<file path="src/rtl/core/pabs_pkg.sv">
// Shared types and constants of the priority aging batch scheduler.
package pabs_pkg;

  localparam int unsigned MAX_TASKS  = 32;
  localparam int unsigned IDX_W      = $clog2(MAX_TASKS);
  localparam int unsigned CNT_W      = $clog2(MAX_TASKS + 1);
  localparam int unsigned TIME_W     = 22;
  localparam int unsigned ID_W       = 16;
  localparam int unsigned HALF_W     = 16;
  localparam int unsigned BS_W       = 17;
  localparam int unsigned PRI_W      = 27;
  localparam int unsigned RESC_W     = 6;
  localparam int unsigned KIND_W     = 2;
  localparam int unsigned CFG_IDX_W  = 2;
  localparam int unsigned CFG_DATA_W = 8;
  localparam int unsigned IN_DATA_W  = 88;
  localparam int unsigned OUT_DATA_W = 136;
  localparam int unsigned ENTRY_W    = ID_W + 2 * HALF_W + BS_W;

  typedef enum logic [CFG_IDX_W-1:0] {
    CFG_USER_ACTIVE = 2'd0,
    CFG_BATTERY     = 2'd1,
    CFG_TEMP        = 2'd2,
    CFG_UTIL        = 2'd3
  } cfg_idx_e;

  // Configuration reset values
  localparam logic       RST_USER_ACTIVE = 1'b1;
  localparam logic [6:0] RST_BATTERY     = 7'd100;
  localparam logic [7:0] RST_TEMP        = 8'd25;
  localparam logic [6:0] RST_UTIL        = 7'd0;

  // Penalty thresholds and cost cap
  localparam logic [6:0] BATT_LOW  = 7'd20;
  localparam logic [7:0] TEMP_HIGH = 8'd75;
  localparam logic [6:0] UTIL_HIGH = 7'd80;
  localparam logic [6:0] COST_CAP  = 7'd100;

  // Context bonuses, whole points
  localparam logic [4:0] BONUS_FG_ACTIVE = 5'd20;
  localparam logic [4:0] BONUS_BG_ACTIVE = 5'd5;
  localparam logic [4:0] BONUS_FG_IDLE   = 5'd5;
  localparam logic [4:0] BONUS_BG_IDLE   = 5'd15;

  // Commands from the controller to the datapath
  typedef struct packed {
    logic             load;
    logic             start;
    logic             init1;
    logic             scan1;
    logic             init2;
    logic             scan2;
    logic             calc;
    logic             last_pick;
    logic             retire;
    logic             end_batch;
    logic [IDX_W-1:0] rd_idx;
  } cmd_t;

  // Status from the datapath to the controller
  typedef struct packed {
    logic [CNT_W-1:0] task_count;
  } stat_t;

endpackage

</file>
<file path="src/rtl/core/pabs_ram.sv">
// Generic single-write, single-read RAM with registered read data.
module pabs_ram #(
  parameter int unsigned WIDTH = 8,
  parameter int unsigned DEPTH = 32
) (
  input  logic                     clk_i,
  input  logic                     we_i,
  input  logic [$clog2(DEPTH)-1:0] waddr_i,
  input  logic [WIDTH-1:0]         wdata_i,
  input  logic [$clog2(DEPTH)-1:0] raddr_i,
  output logic [WIDTH-1:0]         rdata_o
);

  logic [WIDTH-1:0] mem_q [DEPTH];

  // Write and registered read
  always_ff @(posedge clk_i) begin
    if (we_i) begin
      mem_q[waddr_i] <= wdata_i;
    end
    rdata_o <= mem_q[raddr_i];
  end

endmodule

</file>
<file path="src/rtl/core/pabs_dp.sv">
// Datapath: task table, scoring, scan trackers and result registers.
module pabs_dp (
  input  logic                               clk_i,
  input  logic                               rst_ni,
  input  pabs_pkg::cmd_t                     cmd_i,
  output pabs_pkg::stat_t                    stat_o,
  input  logic [pabs_pkg::IN_DATA_W-1:0]     in_data_i,
  input  logic [pabs_pkg::KIND_W-1:0]        in_kind_i,
  input  logic                               cfg_we_i,
  input  logic [pabs_pkg::CFG_IDX_W-1:0]     cfg_idx_i,
  input  logic [pabs_pkg::CFG_DATA_W-1:0]    cfg_data_i,
  output logic [pabs_pkg::OUT_DATA_W-1:0]    out_data_o,
  output logic                               out_last_o
);
  import pabs_pkg::*;

  // Input fields
  logic [ID_W-1:0]          in_id;
  logic [HALF_W-1:0]        in_arr, in_run;
  logic [7:0]               in_base;
  logic signed [10:0]       in_score;
  logic [6:0]               in_bc, in_hc, in_lc;

  assign in_id    = in_data_i[15:0];
  assign in_arr   = in_data_i[31:16];
  assign in_run   = in_data_i[47:32];
  assign in_base  = in_data_i[55:48];
  assign in_score = $signed(in_data_i[66:56]);
  assign in_bc    = in_data_i[73:67];
  assign in_hc    = in_data_i[80:74];
  assign in_lc    = in_data_i[87:81];

  // Configuration registers
  logic       user_q;
  logic [6:0] batt_q, util_q;
  logic [7:0] temp_q;

  always_ff @(posedge clk_i or negedge rst_ni) begin
    if (!rst_ni) begin
      user_q <= RST_USER_ACTIVE;
      batt_q <= RST_BATTERY;
      temp_q <= RST_TEMP;
      util_q <= RST_UTIL;
    end else if (cfg_we_i) begin
      case (cfg_idx_e'(cfg_idx_i))
        CFG_USER_ACTIVE: user_q <= cfg_data_i[0];
        CFG_BATTERY:     batt_q <= cfg_data_i[6:0];
        CFG_TEMP:        temp_q <= cfg_data_i;
        CFG_UTIL:        util_q <= cfg_data_i[6:0];
        default: ;
      endcase
    end
  end

  // Base score of the incoming task, in hundredths
  logic [6:0]             bc_c, hc_c, lc_c;
  logic [8:0]             pen;
  logic [4:0]             bonus;
  logic [14:0]            base100;
  logic signed [BS_W-1:0] score_x, bs;

  always_comb begin
    bc_c = (in_bc > COST_CAP) ? COST_CAP : in_bc;
    hc_c = (in_hc > COST_CAP) ? COST_CAP : in_hc;
    lc_c = (in_lc > COST_CAP) ? COST_CAP : in_lc;
    pen  = ((batt_q < BATT_LOW)  ? {2'b00, bc_c} : 9'd0)
         + ((temp_q > TEMP_HIGH) ? {2'b00, hc_c} : 9'd0)
         + ((util_q > UTIL_HIGH) ? {2'b00, lc_c} : 9'd0);
    if (user_q) begin
      bonus = (in_kind_i[0] ? BONUS_FG_ACTIVE : 5'd0)
            + (in_kind_i[1] ? BONUS_BG_ACTIVE : 5'd0);
    end else begin
      bonus = (in_kind_i[0] ? BONUS_FG_IDLE : 5'd0)
            + (in_kind_i[1] ? BONUS_BG_IDLE : 5'd0);
    end
    base100 = {7'b0, in_base} * 15'd100;
    score_x = BS_W'(in_score);
    bs = $signed({2'b00, base100}) + score_x * 17'sd10
       + $signed({12'b0, bonus}) * 17'sd10 - $signed({8'b0, pen}) * 17'sd5;
  end

  // Task table
  logic [CNT_W-1:0]   count_q;
  logic               full;
  logic [ENTRY_W-1:0] rdata;

  assign full = (count_q == CNT_W'(MAX_TASKS));

  pabs_ram #(
    .WIDTH (ENTRY_W),
    .DEPTH (MAX_TASKS)
  ) u_table (
    .clk_i   (clk_i),
    .we_i    (cmd_i.load && !full),
    .waddr_i (count_q[IDX_W-1:0]),
    .wdata_i ({bs, in_run, in_arr, in_id}),
    .raddr_i (cmd_i.rd_idx),
    .rdata_o (rdata)
  );

  logic [ID_W-1:0]        r_id;
  logic [HALF_W-1:0]      r_arr, r_run;
  logic signed [BS_W-1:0] r_bs;

  assign r_id  = rdata[15:0];
  assign r_arr = rdata[31:16];
  assign r_run = rdata[47:32];
  assign r_bs  = $signed(rdata[64:48]);

  // Scan state
  logic                    v1_q, v2_q;
  logic [IDX_W-1:0]        idx_q;
  logic [MAX_TASKS-1:0]    done_q;
  logic [TIME_W-1:0]       tick_q, worst_q;
  logic [RESC_W-1:0]       picks_q;
  logic                    any_q, have_q, first_q;
  logic [HALF_W-1:0]       min_q;
  logic signed [PRI_W-1:0] sel_p_q;
  logic [IDX_W-1:0]        sel_idx_q, plain_idx_q;
  logic [ID_W-1:0]         sel_id_q, plain_id_q;
  logic [HALF_W-1:0]       sel_arr_q, sel_run_q, plain_arr_q;
  logic signed [BS_W-1:0]  plain_bs_q;
  logic [TIME_W-1:0]       fin_q;

  // Candidate compare against the current entry
  logic                    r_ready;
  logic [TIME_W-1:0]       r_wait;
  logic [24:0]             w5;
  logic signed [PRI_W-1:0] r_pri;
  logic                    beats_sel, beats_plain;

  always_comb begin
    r_ready = !done_q[idx_q] && ({6'b0, r_arr} <= tick_q);
    r_wait  = tick_q - {6'b0, r_arr};
    w5      = {1'b0, r_wait, 2'b00} + {3'b000, r_wait};
    r_pri   = PRI_W'(r_bs) + $signed({2'b00, w5});
    beats_sel = (r_pri > sel_p_q) || ((r_pri == sel_p_q) &&
                ((r_arr < sel_arr_q) || ((r_arr == sel_arr_q) && (r_id < sel_id_q))));
    beats_plain = (r_bs > plain_bs_q) || ((r_bs == plain_bs_q) &&
                  ((r_arr < plain_arr_q) ||
                   ((r_arr == plain_arr_q) && (r_id < plain_id_q))));
  end

  // Result fields of the chosen task
  logic [TIME_W-1:0] c_fin, c_wait, c_turn;
  logic              c_aged;
  logic [RESC_W-1:0] c_picks;

  always_comb begin
    c_fin   = tick_q + {6'b0, sel_run_q};
    c_wait  = tick_q - {6'b0, sel_arr_q};
    c_turn  = c_fin - {6'b0, sel_arr_q};
    c_aged  = (sel_idx_q != plain_idx_q);
    c_picks = picks_q + {{(RESC_W-1){1'b0}}, c_aged};
  end

  // Control state of the datapath
  always_ff @(posedge clk_i or negedge rst_ni) begin
    if (!rst_ni) begin
      v1_q    <= 1'b0;
      v2_q    <= 1'b0;
      count_q <= '0;
      done_q  <= '0;
      tick_q  <= '0;
      worst_q <= '0;
      picks_q <= '0;
    end else begin
      v1_q <= cmd_i.scan1;
      v2_q <= cmd_i.scan2;
      if (cmd_i.load && !full) begin
        count_q <= count_q + 1'b1;
      end
      if (cmd_i.start) begin
        tick_q  <= '0;
        worst_q <= '0;
        picks_q <= '0;
      end
      if (cmd_i.init2 && !any_q) begin
        tick_q <= {6'b0, min_q};
      end
      if (v2_q && r_ready && (r_wait > worst_q)) begin
        worst_q <= r_wait;
      end
      if (cmd_i.calc) begin
        picks_q <= c_picks;
      end
      if (cmd_i.end_batch) begin
        done_q  <= '0;
        count_q <= '0;
        tick_q  <= '0;
      end else if (cmd_i.retire) begin
        done_q[sel_idx_q] <= 1'b1;
        tick_q            <= fin_q;
      end
    end
  end

  // Scan trackers and result payload
  always_ff @(posedge clk_i) begin
    idx_q <= cmd_i.rd_idx;
    if (cmd_i.init1) begin
      any_q  <= 1'b0;
      have_q <= 1'b0;
    end
    if (v1_q && !done_q[idx_q]) begin
      if ({6'b0, r_arr} <= tick_q) begin
        any_q <= 1'b1;
      end
      if (!have_q || (r_arr < min_q)) begin
        min_q  <= r_arr;
        have_q <= 1'b1;
      end
    end
    if (cmd_i.init2) begin
      first_q <= 1'b1;
    end
    if (v2_q && r_ready) begin
      first_q <= 1'b0;
      if (first_q || beats_sel) begin
        sel_p_q   <= r_pri;
        sel_idx_q <= idx_q;
        sel_id_q  <= r_id;
        sel_arr_q <= r_arr;
        sel_run_q <= r_run;
      end
      if (first_q || beats_plain) begin
        plain_bs_q  <= r_bs;
        plain_idx_q <= idx_q;
        plain_id_q  <= r_id;
        plain_arr_q <= r_arr;
      end
    end
    if (cmd_i.calc) begin
      fin_q      <= c_fin;
      out_data_o <= {3'b000, c_picks, worst_q, c_aged, c_turn, c_wait, c_fin,
                     tick_q, sel_id_q};
      out_last_o <= cmd_i.last_pick;
    end
  end

  assign stat_o.task_count = count_q;

endmodule

</file>
<file path="src/rtl/core/pabs_ctrl.sv">
// Controller: load, two scan passes per pick, result handoff.
module pabs_ctrl (
  input  logic            clk_i,
  input  logic            rst_ni,
  input  logic            in_valid_i,
  input  logic            in_last_i,
  output logic            in_ready_o,
  output logic            out_valid_o,
  input  logic            out_ready_i,
  input  pabs_pkg::stat_t stat_i,
  output pabs_pkg::cmd_t  cmd_o
);
  import pabs_pkg::*;

  typedef enum logic [2:0] {
    S_LOAD,
    S_P1,
    S_P1D,
    S_P2,
    S_P2D,
    S_CALC,
    S_OUT
  } state_e;

  state_e           state_q, state_d;
  logic [CNT_W-1:0] scan_q, scan_d, pick_q, pick_d;
  logic             out_valid_q, out_valid_d;
  logic             in_xfer, out_xfer, scan_last, pick_last;

  assign in_ready_o  = (state_q == S_LOAD);
  assign out_valid_o = out_valid_q;
  assign in_xfer     = in_valid_i && in_ready_o;
  assign out_xfer    = out_valid_q && out_ready_i;
  assign scan_last   = ((scan_q + 1'b1) == stat_i.task_count);
  assign pick_last   = ((pick_q + 1'b1) == stat_i.task_count);

  // Next state and commands
  always_comb begin
    state_d     = state_q;
    scan_d      = scan_q;
    pick_d      = pick_q;
    out_valid_d = out_valid_q;
    cmd_o       = '0;
    cmd_o.rd_idx    = scan_q[IDX_W-1:0];
    cmd_o.last_pick = pick_last;
    case (state_q)
      S_LOAD: begin
        cmd_o.load = in_xfer;
        if (in_xfer && in_last_i) begin
          cmd_o.start = 1'b1;
          scan_d      = '0;
          pick_d      = '0;
          state_d     = S_P1;
        end
      end
      S_P1: begin
        cmd_o.scan1 = 1'b1;
        cmd_o.init1 = (scan_q == '0);
        scan_d      = scan_q + 1'b1;
        if (scan_last) begin
          state_d = S_P1D;
        end
      end
      S_P1D: begin
        scan_d  = '0;
        state_d = S_P2;
      end
      S_P2: begin
        cmd_o.scan2 = 1'b1;
        cmd_o.init2 = (scan_q == '0);
        scan_d      = scan_q + 1'b1;
        if (scan_last) begin
          state_d = S_P2D;
        end
      end
      S_P2D: begin
        state_d = S_CALC;
      end
      S_CALC: begin
        cmd_o.calc  = 1'b1;
        out_valid_d = 1'b1;
        state_d     = S_OUT;
      end
      S_OUT: begin
        if (out_xfer) begin
          cmd_o.retire = 1'b1;
          out_valid_d  = 1'b0;
          pick_d       = pick_q + 1'b1;
          scan_d       = '0;
          if (pick_last) begin
            cmd_o.end_batch = 1'b1;
            state_d         = S_LOAD;
          end else begin
            state_d = S_P1;
          end
        end
      end
      default: state_d = S_LOAD;
    endcase
  end

  // Hold state and registered outputs
  always_ff @(posedge clk_i or negedge rst_ni) begin
    if (!rst_ni) begin
      state_q     <= S_LOAD;
      scan_q      <= '0;
      pick_q      <= '0;
      out_valid_q <= 1'b0;
    end else begin
      state_q     <= state_d;
      scan_q      <= scan_d;
      pick_q      <= pick_d;
      out_valid_q <= out_valid_d;
    end
  end

endmodule

</file>
<file path="src/rtl/core/priority_aging_batch_scheduler_core.sv">
// Top level of the priority aging batch scheduler.
//
// Task records arrive on the slave stream, one transfer per cycle while the
// block is loading; tlast marks the final record of a batch. Up to MAX_TASKS
// records are stored; further non-final records are dropped, and a final
// record that finds the table full is dropped while the batch still runs.
// After the final record the block runs a non-preemptive priority schedule
// with aging and sends one result per task, in run order, on the master
// stream; tlast marks the last result. Each pick scans the table twice
// through the single read port of the task RAM (earliest pending arrival,
// then best aged priority). The slave side is not ready while results are
// being produced; a stalled result simply holds the block.
// Reset clears the table count, completion flags, counters and sets the
// configuration registers to their defaults; no clearing pass is needed.
// Configuration writes are taken in any cycle and apply to later loads.
module priority_aging_batch_scheduler_core (
  input  logic                                clk_i,
  input  logic                                rst_ni,
  // task_id, arrival_time, run_length, base_priority, context_score,
  // battery_cost, heat_cost, load_cost
  input  logic [pabs_pkg::IN_DATA_W-1:0]      s_axis_tdata,
  // task_kind
  input  logic [pabs_pkg::KIND_W-1:0]         s_axis_tuser,
  input  logic                                s_axis_tlast,
  input  logic                                s_axis_tvalid,
  output logic                                s_axis_tready,
  // task_id_res, start_time, finish_time, wait_time, turnaround_time,
  // aged_choice, max_wait, rescued_count, zero pad
  output logic [pabs_pkg::OUT_DATA_W-1:0]     m_axis_tdata,
  output logic                                m_axis_tlast,
  output logic                                m_axis_tvalid,
  input  logic                                m_axis_tready,
  input  logic                                cfg_we_i,
  input  logic [pabs_pkg::CFG_IDX_W-1:0]      cfg_idx_i,
  input  logic [pabs_pkg::CFG_DATA_W-1:0]     cfg_data_i
);
  import pabs_pkg::*;

  cmd_t  cmd;
  stat_t stat;

  pabs_ctrl u_ctrl (
    .clk_i       (clk_i),
    .rst_ni      (rst_ni),
    .in_valid_i  (s_axis_tvalid),
    .in_last_i   (s_axis_tlast),
    .in_ready_o  (s_axis_tready),
    .out_valid_o (m_axis_tvalid),
    .out_ready_i (m_axis_tready),
    .stat_i      (stat),
    .cmd_o       (cmd)
  );

  pabs_dp u_dp (
    .clk_i      (clk_i),
    .rst_ni     (rst_ni),
    .cmd_i      (cmd),
    .stat_o     (stat),
    .in_data_i  (s_axis_tdata),
    .in_kind_i  (s_axis_tuser),
    .cfg_we_i   (cfg_we_i),
    .cfg_idx_i  (cfg_idx_i),
    .cfg_data_i (cfg_data_i),
    .out_data_o (m_axis_tdata),
    .out_last_o (m_axis_tlast)
  );

  // Loading and result delivery never overlap
  a_no_overlap: assert property (@(posedge clk_i) disable iff (!rst_ni)
    !(s_axis_tready && m_axis_tvalid))
    else $error("input ready while a result is pending");

  // A final record starts scheduling
  a_sched_start: assert property (@(posedge clk_i) disable iff (!rst_ni)
    (s_axis_tvalid && s_axis_tready && s_axis_tlast) |=> !s_axis_tready)
    else $error("still loading after final record");

  // The last result returns the block to loading
  a_batch_end: assert property (@(posedge clk_i) disable iff (!rst_ni)
    (m_axis_tvalid && m_axis_tready && m_axis_tlast) |=> s_axis_tready)
    else $error("not loading after last result");

endmodule

</file>
<file path="config.mk">
export PLATFORM = sky130hd
export DESIGN_NAME = priority_aging_batch_scheduler_core
export DESIGN_NICKNAME = d
export VERILOG_FILES = /design/src/rtl/core/pabs_pkg.sv /design/src/rtl/core/pabs_ram.sv /design/src/rtl/core/pabs_dp.sv /design/src/rtl/core/pabs_ctrl.sv /design/src/rtl/core/priority_aging_batch_scheduler_core.sv
export SDC_FILE = /design/constraint.sdc
export NUM_CORES = 2
export LEC_CHECK = 0
export ABC_CLOCK_PERIOD_IN_PS = 14500
export BUFFER_PORTS_ARGS = -buffer_cell sky130_fd_sc_hd__buf_2
export CORE_MARGIN = 2
export CORE_UTILIZATION = 34
export CTS_BUF_LIST = sky130_fd_sc_hd__clkbuf_16
export DETAILED_ROUTE_END_ITERATION = 12
export PLACE_DENSITY = 0.57
export SKIP_CTS_REPAIR_TIMING = 1
export SLEW_MARGIN = 20
export SYNTH_ARGS = -nofsm -noshare
export SYNTH_HDL_FRONTEND = slang
export SYNTH_SLANG_ARGS = --single-unit
</file>
<file path="constraint.sdc">
create_clock -name clk_i -period 14.5 [get_ports clk_i]
set_input_delay 2.175 -clock clk_i [delete_from_list [all_inputs] [get_ports clk_i]]
set_output_delay 2.175 -clock clk_i [all_outputs]
set_load 0.05 [all_outputs]
</file>
### After elaboration in Yosys (flattened, before gate mapping)

Memories as Yosys holds them, arrays and structs flattened. A register that Yosys moved wholly into a read port is not among the register bits.
Index checks and enable logic that the tools add are counted.

| operators by class | value |
|---|---|
| multiply operators | 4 |
| muxes and demuxes | 55 |
| add/subtract/negate cells | 17 |
| bitwise operators | 1 |
| eq/ne operators | 21 |
| $lt $le $gt $ge | 18 |
| reduce and logical (&&, ||, !) cells | 48 |

Operator list:

| cell | count |
|---|---|
| $mux 22 | 5 |
| $lt 16x16->1 | 5 |
| $sub 22x16->22 | 3 |
| $mux 32 | 2 |
| $mux 6 | 7 |
| $mux 7 | 6 |
| $eq 16x16->1 | 2 |
| $or 32x32->32 | 1 |
| $gt 7x7->1 const B | 4 |
| $add 17x26->27 | 1 |
| $eq 27x27->1 | 1 |
| $gt 27x27->1 | 1 |
| $add 24x22->25 | 1 |
| $pmux 6 s4 | 1 |
| $add 22x16->22 | 1 |
| $gt 22x22->1 | 1 |
| $le 16x22->1 | 1 |
| $pmux 3 s7 | 1 |
| $add 6x1->6 const B | 3 |
| $add 9x9->9 | 2 |
| $mux 3 | 6 |
| $add 16x17->17 | 1 |
| $add 17x17->17 | 1 |
| $eq 17x17->1 | 1 |
| other kinds (42) | 106 |

| storage, ports and cells | value |
|---|---|
| bits of input ports | 106 |
| memories | 1 |
| bits in writable memories | 2080 |
| flip-flop bits (word level) | 443 |
| word-level logic and storage cells | 197 |
| output and inout port bits | 139 |

Memory list:

| name | depth | bits a word | read ports | clocked after memory_dff | wr ports | RTL line | RTL |
|---|---|---|---|---|---|---|---|
| u_dp.u_table.mem_q | 32 | 65 | 1 | 1 | 1 | pabs_ram.sv:14 | `logic [WIDTH-1:0] mem_q [DEPTH];` |

### Logic depth before layout (Yosys ltp)

| logic depth | value |
|---|---|
| depth after elaboration | 9 |
| mapped depth | 39 |
| gate-level depth less buffers | 39 |

### Modules after synthesis

Synthesis repeated with hierarchy kept, for this count alone.

| unflattened totals | value |
|---|---|
| cells, all modules | 5706 |
| area total of the unflattened synthesis | 107698.3 um2 |

Modules (own cells, without submodules):

| module | seq. area each (um2) | cells each | instances | area each (um2) |
|---|---|---|---|---|
| pabs_ram | 63761.2 | 3147 | 1 | 80188.2 |
| pabs_dp | 11423.5 | 2405 | 1 | 26247.7 |
| pabs_ctrl | 400.4 | 154 | 1 | 1262.5 |

### Worst setup path after synthesis

OpenSTA, ideal clock, no wires.

| path | value |
|---|---|
| kind | register to register |
| start point | register u_dp.tick_q[0] |
| end point | register u_dp.sel_arr_q[0] (enable) |
| cell stages (with the launch flop) | 40 |
| arrival time | 12.381 ns |
| buffers on the path | 1 |
| setup slack | 1.481 ns |
| setup time | 0.638 ns |
| required time | 13.862 ns |
| clock period less this slack | 13.019 ns |
| cells stage by stage | dfrtp_1 inv_1 ha_1 fa_1 nor2b_1 o21a_1 o21ai_1 a21oi_1 a21o_1 a21oi_1 xnor2_1 ha_1 a21o_1 a21oi_1 o2bb2ai_1 a311oi_1 o21a_1 o21a_1 [... 4 more ...] a21o_1 a2111oi_0 o311ai_0 nand3_1 nand3_1 nand3_1 nand2b_1 a21oi_1 xnor2_1 ha_1 and4_1 nand3_1 nor3_1 o31ai_1 o211ai_1 mux2_2 nor3_1 a211oi_1 |

| on the way | value |
|---|---|
| cells in the longest elaborated chain, start to end | 8 |
| elaborated cells on any way between the ends | 12 |
| classes of those cells | add/sub: 3; order compare: 2; eq/ne: 1; reduce/logical: 6 |

Ends and longest elaborated chain:

| what | RTL line | RTL |
|---|---|---|
| start, declared | pabs_dp.sv:114 | `logic [TIME_W-1:0] tick_q, worst_q;` |
| start signal, assigned | pabs_dp.sv:179 | `tick_q <= {6'b0, min_q};` |
| start signal, assigned | pabs_dp.sv:193 | `tick_q <= fin_q;` |
| $sub 22x16->22 (*) | pabs_dp.sv:134 | `r_wait = tick_q - {6'b0, r_arr};` |
| $add 24x22->25 (*) | pabs_dp.sv:135 | `w5 = {1'b0, r_wait, 2'b00} + {3'b000, r_wait};` |
| $add 17x26->27 (*) | pabs_dp.sv:136 | `r_pri = PRI_W'(r_bs) + $signed({2'b00, w5});` |
| via u_dp.r_pri[24] | pabs_dp.sv:129 | `logic signed [PRI_W-1:0] r_pri;` |
| branches (longest 2 deep; another with $gt 27x27->1) | - |  |
| $logic_or 1x1->1 (*) | pabs_dp.sv:137 | `beats_sel = (r_pri > sel_p_q) \|\| ((r_pri == sel_p_q) &&` |
| $logic_or 1x1->1 (*) | pabs_dp.sv:219 | `if (first_q \|\| beats_sel) begin` |
| $reduce_and 2->1 (no line) (*) | - |  |
| end signal, assigned | pabs_dp.sv:223 | `sel_arr_q <= r_arr;` |
| end, declared | pabs_dp.sv:121 | `logic [HALF_W-1:0] sel_arr_q, sel_run_q, plain_arr_q;` |

Mark *: on every way through the listed nets, which the timed path passes.
A chain may end at the register's enable or synchronous reset.

### Worst setup path after layout

| path | value |
|---|---|
| start point | register u_dp.tick_q[1] |
| end point | register u_dp.sel_id_q[7] (enable) |

| on the way | value |
|---|---|
| cells in the longest elaborated chain, start to end | 8 |
| elaborated cells on any way between the ends | 12 |
| classes of those cells | add/sub: 3; order compare: 2; eq/ne: 1; reduce/logical: 6 |

Ends and longest elaborated chain:

| what | RTL line | RTL |
|---|---|---|
| $sub 22x16->22 (*) | pabs_dp.sv:134 |  |
| $add 24x22->25 (*) | pabs_dp.sv:135 |  |
| $add 17x26->27 (*) | pabs_dp.sv:136 |  |
| via u_dp.r_pri[24] | pabs_dp.sv:129 |  |
| branches (longest 2 deep; another with $gt 27x27->1) | - |  |
| $logic_or 1x1->1 (*) | pabs_dp.sv:137 |  |
| $logic_or 1x1->1 (*) | pabs_dp.sv:219 |  |
| $reduce_and 2->1 (no line) (*) | - |  |
| end signal, assigned | pabs_dp.sv:222 | `sel_id_q <= r_id;` |
| end, declared | pabs_dp.sv:120 | `logic [ID_W-1:0] sel_id_q, plain_id_q;` |

Marked as above.

==> metrics.md <==
| Metric | Value |
|---|---|
| Run status | `completed` |
| Period utilization | `62.5%` |
| Arrival @ worst endpoint | `9560 ps` |
| Remaining Overflow, GRT | `0` |
| Routed via count divided by cell count | `5.34` |
| TritonCTS Buffers | `281` |
| Worst slew pin tran | `1220 ps` |
| Fraction of layout instances using a drive strength above 1 | `25.2%` |
| Req. time, crit path | `15,000 ps` |
| Weighted congestion at the end of routability-driven global placement | `0.861` |
| Most used flip-flop cell after synthesis | `edfxtp_1` |
| First-pass iteration count of the detailed router | `5` |
| Combined global-route utilization of all metal layers | `17.5%` |
| Clock tree from TritonCTS | `yes` |
| Number of instances in the synthesized netlist | `5,613` |
| Num ports | `245` |
| Clock Pin Slew Worst Setup and Hold Paths | `60 ps` |
| Distinct cell type count of the synthesized netlist | `87` |
| Setup crit start kind | `flip-flop` |
| Synth warnings | `0` |
| Count of input and output buffers | `241` |
| Antenna Nets Post-Route | `0` |
| Crit path kind | `flip-flop to flip-flop` |
| CTS H-tree lvls | `5` |
| Worst min-delay path startpoint | `u_dp.worst_q[2]$_DFFE_PN0P_` |
| Starting density of the core | `34.1%` |
| Final setup skew | `46.1 ps` |
| Hold violation count in the final report | `0` |
| Reg-to-reg startpoint | `u_dp.tick_q[1]$_DFFE_PN0P_` |
| Count of final max-slew check failures | `0` |
| Number of synthesized flops with an enable pin | `2,364` |
| Via count of the first global-routing pass | `55,600` |
| Worst slew margin relative to its limit | `17.8%` |
| Synthesized area divided by synthesized cell count | `19.1 sq um` |
| Remaining design rule violation count | `0` |
| Share of the yosys chip area belonging to registers | `70.4%` |
| Largest net degree at the start of global routing | `148` |
| # setup viols final | `0` |
| Area contributors post-synth | `edfxtp_1 (66%), mux4_2 (14%), ha_1 (4.2%)` |
| Die X-Extent | `566 microns` |
| Placeable Area | `314,000 sq um` |
| Number of cells in the finished layout apart from fillers | `10,400` |
| Synth area leader | `edfxtp_1` |
| Proportion of netlist area held by the largest area contributor | `66.2%` |
| Highest cell delay on the worst timing path | `510 ps` |
| Worst R2R Setup Slack | `5440 ps` |
| RSZ-0062 raised after global routing | `no` |
| List of most frequent post-synthesis cells | `edfxtp_1 (2,364), mux4_2 (660), ha_1 (363), inv_1 (289), nor2_1 (186)` |
| Max capacitance violation total | `0` |
| Fin util | `39.1%` |
| Highest clock frequency the design can meet | `0.110 GHz` |
| Skew-Pair Late Insertion Delay | `870 ps` |
| Number of rows created at floorplan | `206` |
| Via count | `55,700` |
| Die outline area | `320,000 sq um` |
| Time the worst path needs with I/O delays and setup | `9060 ps` |
| Layout overhead on the synthesized area | `14.6%` |
| Die Ht | `566 microns` |
| Share of synthesized flip-flops with an asynchronous set or reset | `4.88%` |
| Clock Tree Root | `clkbuf_16` |
| Final Routed Wirelength | `285 mm` |
| Placed Cells incl. Taps | `9,925` |
| Register bit count reported by yosys | `2,562` |
| Cell area after technology mapping | `107,000 sq um` |
| Critical path capture point type | `flip-flop` |
| Layout Nets | `6,556` |
| Start point of the critical path | `u_dp.tick_q[1]$_DFFE_PN0P_` |
| Most numerous cell in the Yosys netlist | `edfxtp_1` |
| CTS sink count | `2,562` |
| Setup TNS | `0 ps` |
| Cell with the largest stage delay on the worst path | `dfrtp_1` |
| Wire length of the first global-routing pass | `406 mm` |
| CTS Buffer Depth | `4` |
| Detail Placement HPWL | `164 mm` |
| Worst hold margin | `449 ps` |
| Number of antenna violations at the first check in global routing | `41` |
| Path class of the lowest-slack min-delay path | `flip-flop to flip-flop` |
| Crit Path Max Fanout | `40` |
| Number of DRC markers after the initial detailed-route iteration | `5,754` |
| Drt wl/cell | `27.3 microns` |
## final timing paths
kind                                                       end  cells past startpoint
worst max-delay path                u_dp.sel_id_q[7]$_DFFE_PP_                     38
worst min-delay path            u_dp.out_data_o[107]$_DFFE_PP_                      0
worst max register to register      u_dp.sel_id_q[7]$_DFFE_PP_                     38
worst min register to register  u_dp.out_data_o[107]$_DFFE_PP_                      0
max in group asynchronous         u_ctrl.scan_q[0]$_DFFE_PN0P_                      2
min in group asynchronous          u_dp.picks_q[3]$_DFFE_PN0P_                      1
## area by class of cell
cell class,instances,area [sq um]
repair buffers,363,2170
well taps,4160,5200
fillers,28200,191000
clock inverters,216,1620
multi-input cells,2549,30100
flip-flops and latches,2562,75600
inverters,291,1100
clock buffers,286,7160
diodes,10,25.0
## sequential cells by signal, indices dropped and copies added (netlist names), 17 cells and up
| name | cells |
|---|---|
| u_dp.done_q | 32 |
| u_dp.plain_bs_q | 17 |
| u_dp.out_data_o | 112 |
| u_dp.u_table.mem_q | 2080 |
| u_dp.sel_p_q | 27 |
| u_dp.tick_q | 22 |
| u_dp.u_table.rdata_o | 65 |
| u_dp.worst_q | 22 |
| u_dp.fin_q | 21 |
## critical path, delay by kind of cell, from the launching register on
family | cells | cell delay, ps
buf+inv | 2 | 480
flops | 1 | 510
simple gates | 10 | 1580
mux | 1 | 410
xor+xnor | 2 | 610
compound gates | 19 | 3550
fa+ha+maj | 4 | 1510
## logic make-up after synthesis
| family | synth area share [%] |
|---|---|
| XOR/XNOR | 1.48 |
| AND/OR/NAND/NOR | 2.74 |
| other | 0.00349 |
| buffers and inverters | 1.82 |
| AO/OA/AOI/OAI | 3.49 |
| multiplexers | 15.1 |
| flip-flops | 70.4 |
| adder cells (fa/ha/maj) | 4.96 |
## metrics by stage
step                      setup WS, ps  cell area, sq um
after CTS                         5330            123000
after global placement            5110            114000
after detailed placement          5100            114000
final                             5440            123000
after floorplan                   1480            107000
after global routing              4580            123000
## routing by layer
metal / wire (microns) / GRT usage [%]
met4: 6350 / 4.03
met3: 20200 / 3.08
met2: 133000 / 27.8
met1: 126000 / 25.2
met5: 172 / 0
## layout by cell type (no fill, tap or decap), types with 73 or more instances in the layout
| cell type | instances |
|---|---|
| o21ai_0 | 110 |
| edfxtp_1 | 2364 |
| buf_2 | 240 |
| dfxtp_1 | 73 |
| buf_4 | 119 |
| a21o_1 | 83 |
| nor2_1 | 152 |
| inv_1 | 353 |
| a21oi_1 | 175 |
| clkbuf_16 | 286 |
| ha_1 | 363 |
| nand2_1 | 131 |
| xnor2_1 | 113 |
| mux2_2 | 88 |
| dfrtp_1 | 114 |
| mux4_2 | 660 |
Power is not shown: default switching activity piles up to over one toggle a cycle in this logic, so the estimate is an artifact.
